==> src/design/mrpt_pkg.sv <==
package mrpt_pkg;
	localparam int unsigned W = 64;
	localparam logic [W-1:0] LIMIT_THREE = 64'd4759123140;
	localparam logic [W-1:0] LIMIT_SIX = 64'd3474749660382;
	localparam int unsigned NB = 7;

	typedef logic [W-1:0] word_t;

	// base table: row 0 small set, row 1 mid set, row 2 large set
	function automatic word_t base_of(input logic [1:0] set, input logic [2:0] idx);
		word_t r;
		r = '0;
		unique case (set)
			2'd0: begin
				unique case (idx)
					3'd0: r = 64'd2;
					3'd1: r = 64'd7;
					3'd2: r = 64'd61;
					default: r = '0;
				endcase
			end
			2'd1: begin
				unique case (idx)
					3'd0: r = 64'd2;
					3'd1: r = 64'd3;
					3'd2: r = 64'd5;
					3'd3: r = 64'd7;
					3'd4: r = 64'd11;
					3'd5: r = 64'd13;
					default: r = '0;
				endcase
			end
			default: begin
				unique case (idx)
					3'd0: r = 64'd2;
					3'd1: r = 64'd325;
					3'd2: r = 64'd9375;
					3'd3: r = 64'd28178;
					3'd4: r = 64'd450775;
					3'd5: r = 64'd9780504;
					3'd6: r = 64'd1795265022;
					default: r = '0;
				endcase
			end
		endcase
		return r;
	endfunction

	function automatic logic [2:0] base_count(input logic [1:0] set);
		logic [2:0] c;
		unique case (set)
			2'd0: c = 3'd3;
			2'd1: c = 3'd6;
			default: c = 3'd7;
		endcase
		return c;
	endfunction

	typedef struct packed {
		logic start;
		logic mod_only;
	} mm_ctrl_t;
endpackage

==> src/design/mrpt_mulmod.sv <==
// Bit-serial modular multiply: one bit of b per cycle.
// mod_only: computes a mod m (a may be >= m) by restoring subtraction.
module mrpt_mulmod (
	input  logic             clk,
	input  logic             arst_n,
	input  mrpt_pkg::mm_ctrl_t ctrl,
	input  mrpt_pkg::word_t  a,
	input  mrpt_pkg::word_t  b,
	input  mrpt_pkg::word_t  m,
	output logic             done,
	output mrpt_pkg::word_t  r
);
	import mrpt_pkg::*;

	word_t a_q, b_q, m_q, r_q;
	logic [6:0] cnt_q;
	logic busy_q, mod_q;
	word_t dbl, sum;
	logic [W:0] t2, t3;

	always_comb begin
		t2 = {r_q, 1'b0};
		dbl = (t2 >= {1'b0, m_q}) ? W'(t2 - {1'b0, m_q}) : t2[W-1:0];
		if (mod_q) begin
			// shift in next bit of dividend
			t3 = {r_q, b_q[W-1]};
			sum = (t3 >= {1'b0, m_q}) ? W'(t3 - {1'b0, m_q}) : t3[W-1:0];
		end else begin
			t3 = {1'b0, dbl} + {1'b0, a_q};
			sum = b_q[W-1] ? ((t3 >= {1'b0, m_q}) ? W'(t3 - {1'b0, m_q}) : t3[W-1:0])
			               : dbl;
		end
	end

	always_ff @(posedge clk or negedge arst_n) begin
		if (!arst_n) begin
			busy_q <= 1'b0;
			cnt_q <= '0;
			done <= 1'b0;
			mod_q <= 1'b0;
		end else begin
			done <= 1'b0;
			if (ctrl.start) begin
				busy_q <= 1'b1;
				cnt_q <= 7'(W);
				mod_q <= ctrl.mod_only;
			end else if (busy_q) begin
				cnt_q <= cnt_q - 7'd1;
				if (cnt_q == 7'd1) begin
					busy_q <= 1'b0;
					done <= 1'b1;
				end
			end
		end
	end

	always_ff @(posedge clk) begin
		if (ctrl.start) begin
			a_q <= a;
			b_q <= ctrl.mod_only ? a : b;
			m_q <= m;
			r_q <= '0;
		end else if (busy_q) begin
			r_q <= sum;
			b_q <= {b_q[W-2:0], 1'b0};
		end
	end

	assign r = r_q;
endmodule

==> config.mk <==
export PLATFORM = sky130hd
export DESIGN_NAME = mrpt_mulmod
export DESIGN_NICKNAME = d
export VERILOG_FILES = /design/src/design/mrpt_pkg.sv /design/src/design/mrpt_mulmod.sv
export SDC_FILE = /design/constraint.sdc
export NUM_CORES = 1
export LEC_CHECK = 0
export ABC_CLOCK_PERIOD_IN_PS = 10800
export BUFFER_PORTS_ARGS = -buffer_cell sky130_fd_sc_hd__buf_2
export CAP_MARGIN = 40
export CORE_MARGIN = 8
export CORE_UTILIZATION = 40
export DETAILED_ROUTE_END_ITERATION = 16
export HOLD_SLACK_MARGIN = 0.06
export SLEW_MARGIN = 5
export SYNTH_ARGS = -nofsm -noshare
export SYNTH_HDL_FRONTEND = slang
export SYNTH_SLANG_ARGS = --single-unit
==> constraint.sdc <==
create_clock -name clk -period 10.8 [get_ports clk]
set_input_delay 1.62 -clock clk [delete_from_list [all_inputs] [get_ports clk]]
set_output_delay 1.62 -clock clk [all_outputs]
set_load 0.02 [all_outputs]
==> key figures, run 1 <==
Run status
  – Outcome: finished clean

Hold path
  – Hold Crit Depth: 2
  – Min-delay worst type: reg2reg
  – Hold endpoint: cnt_q[5]
  – Hold wc startpoint: cnt_q[5]

Critical path
  – CP Class: reg2reg
  – Worst Setup End Kind: flip-flop
  – Startpoint Class: flip-flop
  – Slowest stage cell, crit path: or4_1
  – Reg2reg path depth: 33
  – CP Data Arrival Time: around 11 ns
  – Crit path largest cell delay: about 0.54 ns
  – CP required: 11.31 ns
  – Reg2reg end: r[23]
  – Reg2Reg Setup Slack: 0.73 ns
  – CP max FO: between 50 and 60
  – Worst r2r src: m_q[27]

Routing
  – Residual DRC: 0
  – DR vias: 27,500
  – Antenna Nets Post-Route: 0
  – DR WL/cell: approximately 26 microns
  – Detailed-route wire length: ~120,000 microns
  – DRT Pass-1 Iters: 6
  – Starting DRT DRC Count: 3,744
  – Via density: about 6.3

Placed design
  – Routability Congestion: roughly 1.0
  – Dpl hpwl: around 95,000 microns
  – Port bufs: 260

Global route
  – Total congestion overflow: 0
  – Tot GR Track Use: 0.293
  – Initial antenna violation count: 1
  – First-pass GRT wire length: roughly 170,000 microns
  – Largest net degree at the start of global routing: 99
  – Vias in the first global route: 25,300

Die
  – Initial Util: 0.402
  – Row count: 95
  – Die area: approximately 76,000 sq um
  – Die W: around 280 microns
  – Die height: approximately 280 microns
  – Core area: between 60,000 and 70,000 sq um
  – IO Count: between 200 and 300

CTS
  – H-tree levels: 1
  – Clock transition at the registers of the reported paths: approximately 0.060 ns
  – CTS tree: yes
  – Clk buf depth: 3
  – Hold_buf cts: 0
  – Cts bufs inserted: 31
  – Root buf cell: clkbuf_16
  – Gates resized, CTS repair: 0
  – Setup Buffers After CTS: 0
  – Clock Latency Late Sink: slightly above 0.6 ns
  – CTS Sinks: 266

Flow run
  – Max-cap viol count: 0

Yosys
  – Netlist cell types: between 90 and 100
  – Net count after synthesis: roughly 3,700
  – Async set-reset flop share out of synthesis: 0.0376
  – Synth area leader: edfxtp_1
  – Seq/Total Area, Yosys: 0.272
  – Ys Warns: 0
  – EDFF count, synth: 192
  – Largest cells by area after synthesis: edfxtp_1, ha_1, a21oi_1
  – Syn Inst Count: 3,349
  – Syn_area_per_cell: approximately 8.0 sq um
  – Yosys reg bits: about 270
  – Top_reg_cell synth: edfxtp_1
  – Post-Syn Area: about 27,000 sq um
  – Share of the synthesized area in the top cell type: 0.215

Finish
  – Share of cells above drive strength 1: 0.128
  – Antenna cell count: 0
  – Most common cell after layout, fill and taps aside: a21oi_1
  – Area growth from synthesis to layout: 11.2%
  – Nets: around 4,000
  – Fillers: a little under 7,000
  – Commonest non-fill, non-tap cells in the layout: a21oi_1, nor2_1, nand2_1

Timing
  – Worst rel slew slack: 0.265
  – Final Max Tran Viols: 0
  – Period utilization: 0.932
  – Max Clock Freq: just under 100 MHz
  – Final count of hold timing violations: 0
  – Tmin final: just over 10 ns
  – Final-report setup violation count: 0
  – Post-route setup TNS: 0 ns
  – Clk_skew: just under 0.02 ns
  – RSZ-0062 raised after global routing: false
  – Worst-margin pin slew: between 1 and 1.5 ns
-- per-layer routing --
metal	share of wire	vias to the layer above	track usage
met5	0.00011	-	0
met4	0.043	2	0.106
met3	0.11	227	0.0560
met2	0.41	1575	0.430
met1	0.44	13000	0.422
li1	-	12700	-
-- Yosys cell counts, types with 13 or more instances --
library cell    n
nor4_1         13
a31oi_1        43
a311o_1        14
a21o_1        111
o221ai_1       19
a221oi_1       19
o21a_1         23
a211oi_1       39
dfxtp_1        64
and4_1         14
xnor2_1       158
nand2b_1       24
nor2_1        321
nand4_1        83
o22ai_1        13
ha_1          195
nor3_1         56
buf_2          55
edfxtp_1      192
a21oi_1       436
mux2_2         29
o211ai_1       32
a211o_1        15
clkbuf_1      120
nand2_1       308
o31ai_1        23
o21ai_0       190
nand3_1        43
and3_1         23
inv_1         144
or3_1          17
o21bai_1       61
mux2i_1        90
or2_2          17
nor2b_1        30
xor2_1         85
a21boi_0       14
-- worst max-delay path: cells and delay by family, from the launching register on --
family | cells | cell delay (ns)
and+or+nand+nor | 15 | 4.05
AOI/OAI and AO/OA | 11 | 3.38
adders and majority gates | 3 | 1.24
muxes | 1 | 0.49
buffers and inverters | 3 | 0.46
DFF | 1 | 0.32
-- worst max-delay path by stage --
| stage | start | end | cells past startpoint |
|---|---|---|---|
| after global placement | m_q[25] | r[23] | 33 |
| after detailed placement | m_q[25] | r[23] | 33 |
| final | m_q[27] | r[23] | 33 |
| after floorplan | r[51] | r[41] | 38 |
| after CTS | m_q[25] | r[23] | 33 |
| after global routing | m_q[25] | r[58] | 32 |
-- registers in the layout, indices dropped and copies added (netlist names) --
signal,cells
mod_q,1
done,1
cnt_q,7
b_q,64
a_q,64
busy_q,1
m_q,64
r,64
-- kinds of logic (layout without fill, tap and decap cells) --
logic type | after synthesis | count (layout) | share of synthesized area
flops | 266 | 266 | 0.272
compound gates | 1182 | 1182 | 0.282
mux | 126 | 126 | 0.0488
simple gates | 991 | 991 | 0.171
xor+xnor | 243 | 243 | 0.0792
fa+ha+maj | 199 | 199 | 0.0938
buf+inv | 342 | 512 | 0.0534
-- stage by stage --
| stage | hold slack (ns) | utilization | instance area [sq um] | std cells | setup slack [ns] |
|---|---|---|---|---|---|
| finish | 0.553 | 0.447 | 29900 | 4392 | 0.732 |
| global route | 0.581 | 0.447 | 29900 | 4392 | 0.202 |
| CTS | 0.559 | 0.447 | 29900 | 4392 | 0.942 |
| detailed placement | 0.531 | 0.431 | 28800 | 4334 | 0.991 |
| global placement | 0.525 | 0.430 | 28700 | 4329 | 1.09 |
| floorplan | 0.498 | - | 26900 | 3349 | 2.66 |
-- final cells by class --
class,instances,area (sq um),area share
repair buffers,309,1720,0.0576
flip-flops and latches,266,7300,0.244
multi-input cells,2741,18100,0.607
clock inverters,22,264,0.00884
inverters,145,544,0.0182
clock buffers,36,805,0.0269
well taps,873,1090,0.0366
Power of run 1 is not shown: default switching activity piles up to over one toggle a cycle in this logic, so the estimate is an artifact.
==> run 2: changes to the inputs <==
ABC_CLOCK_PERIOD_IN_PS = 12300   (was 10800)
CORE_UTILIZATION = 35   (was 40)
GPL_TIMING_DRIVEN = 0   (was default)
clock period = 12.3 ns   (was 10.8 ns; I/O delays follow)
==> run 2 against run 1 <==
  * Hold slack worse by 0.012 ns
  * Non-clock buffer count is 160 higher
  * Largest cell class unchanged
  * Via count is 3.0% higher
  * Count of clock-buffer cells in the layout is 1 higher
  * Highest routed layer unchanged
  * Sequential share of layout area is 0.62 points lower
  * First-iteration DRC count is 11% lower
  * Routed wire length is 8.7% higher
  * Flip-flop and latch count stayed put
==> key figures, run 2 (synthesis gave the netlist of run 1 again) <==
CTS
  – Hold_buf cts: 0 (unchanged)
  – H-tree levels: 1 (unchanged)
  – CTS tree: yes
  – Clock Latency Late Sink: 0.60 ns (about the same)
  – CTS Sinks: 266 (unchanged)
  – Root buf cell: clkbuf_16
  – Clock transition at the registers of the reported paths: 0.07 ns (about the same)
  – Gates resized, CTS repair: 0 (unchanged)
  – Setup Buffers After CTS: 0 (unchanged)
  – Cts bufs inserted: 31 (unchanged)
  – Clk buf depth: 3 (unchanged)

Timing
  – RSZ-0062 raised after global routing: false
  – Final Max Tran Viols: 0 (unchanged)
  – Final-report setup violation count: 0 (unchanged)
  – Final count of hold timing violations: 0 (unchanged)
  – Tmin final: 12.10 ns (+2.03 ns)
  – Worst-margin pin slew: 0.987 ns (-0.103 ns)
  – Worst rel slew slack: 0.339 (+0.0735)
  – Post-route setup TNS: 0 ns (unchanged)
  – Period utilization: 0.984 (+0.0514)
  – Max Clock Freq: 82.7 MHz (-17%)
  – Clk_skew: 0.0252 ns (+0.00544 ns)

Critical path
  – Cell mode on critical path: nor4_1
  – Startpoint Class: flip-flop
  – CP required: 12.73 ns (+1.42 ns)
  – CP max FO: 10 (-81%)
  – Slowest stage cell, crit path: nor4_1
  – Crit path largest cell delay: 0.86 ns (+0.32 ns)
  – CP Data Arrival Time: 12.53 ns (+1.95 ns)
  – CP Class: reg2reg
  – Worst Setup End Kind: flip-flop

Global route
  – Tot GR Track Use: 0.277 (-0.0158)
  – Largest net degree at the start of global routing: 94 (-5.1%)
  – Vias in the first global route: 26,600 (+5.0%)
  – First-pass GRT wire length: 178,000 microns (+7.2%)
  – Met1 usage: 0.375 (-0.0478)
  – GR Util met2: 0.427 (-0.00269)
  – Initial antenna violation count: 5 (+4)
  – Global routing's busiest layer: met2
  – Global Route met3 Usage: 0.0429 (-0.0131)
  – Total congestion overflow: 0 (unchanged)

Finish
  – Nets: 4,049 (+4.1%)
  – Share of cells above drive strength 1: 0.132 (+0.00342)
  – Area growth from synthesis to layout: 14.1%
  – Commonest non-fill, non-tap cells in the layout: a21oi_1, nor2_1, buf_2
  – Most common cell after layout, fill and taps aside: a21oi_1
  – Fillers: 7,906 (+16%)

Hold path
  – Min-delay worst type: reg2reg

Routing
  – Residual DRC: 0 (unchanged)
  – Antenna Nets Post-Route: 0 (unchanged)
  – DR vias: 28,300 (+3.0%)
  – Via density: 6.01 (-4.0%)
  – DRT Pass-1 Iters: 8 (+2)
  – DR WL/cell: 26.7 microns (+1.4%)
  – Starting DRT DRC Count: 3,318 (-11%)
  – Detailed-route wire length: 126,000 microns (+8.7%)

Die
  – Initial Util: 0.354 (-0.0484)
  – Die height: 293 microns (+6.5%)
  – Core area: 75,900 sq um (+14%)
  – Die area: 85,900 sq um (+13%)
  – IO Count: 261 (unchanged)
  – Die W: 293 microns (+6.5%)
  – Row count: 101 (+6.3%)

Flow run
  – Max-cap viol count: 0 (unchanged)

Placed design
  – Port bufs: 259 (-0.38%)
  – Dpl hpwl: 106,000 microns (+12%)
  – Routability Congestion: 1.06 (+1.8%)

Run status
  – Outcome: finished clean
-- run 2: cell count changes in the layout (fill, tap and decap cells not counted), moves of 3 or more --
cell       before  now
inv_8           0    3
buf_4          45   12
buf_6           0    9
clkbuf_1        4  122
clkbuf_2        0    5
buf_8           1    4
bufinv_16       5    2
buf_1           0    3
diode_2         0    3
buf_2         260  315
-- run 2: final cells by class --
cell class                 count  area (sq um)  share of cell area
tap                         1030          1290              0.0421
sequential                   266          7300               0.238
antenna                        3          7.51            0.000245
multi-input combinational   2741         18100               0.592
clock buffer                  37           818              0.0267
inverter                     145           547              0.0178
buffer                       197           893              0.0292
clock inverter                20           185             0.00604
timing repair buffer         272          1480              0.0483
-- run 2: stage by stage --
stage          setup slack (ns)  utilization  cells  cell area, sq um  hold WS [ns]
2_1_floorplan              4.16            -   3349             26900         0.498
3_5_place_dp              0.638        0.390   4651             29600         0.538
5_1_grt                  0.0585        0.403   4708             30600         0.583
4_1_cts                   0.579        0.403   4708             30600         0.546
6_report                  0.201        0.404   4711             30600         0.541
3_3_place_gp              0.588        0.388   4638             29400         0.532
-- run 2: path summary, 6_finish.rpt --
kind                           from  endpoint  slack (ns)  cells past startpoint
setup / recovery             m_q[3]     r[53]        0.20                     37
hold / removal             cnt_q[5]  cnt_q[5]        0.54                      2
setup reg to reg             m_q[3]     r[53]        0.20                     37
hold reg to reg            cnt_q[5]  cnt_q[5]        0.54                      2
max in group asynchronous    arst_n  cnt_q[5]       10.89                      1
min in group asynchronous    arst_n    busy_q        1.14                      1
-- run 2: per-layer routing --
layer  up-vias  part of all wire
met3       311             0.096
met1     13400              0.42
met4         2             0.061
li1      13000                 -
met2      1595              0.43
met5         -          0.000079
-- run 2: critical path: cells and delay by family (launching register included) --
kind | cells | cell delay [ns]
AO/OA/AOI/OAI | 8 | 2.46
adder cells (fa/ha/maj) | 3 | 0.99
buffers and inverters | 9 | 2.52
flip-flops | 1 | 0.32
multiplexers | 1 | 0.42
AND/OR/NAND/NOR | 16 | 5.13
Power of run 2 is left out for the same reason.
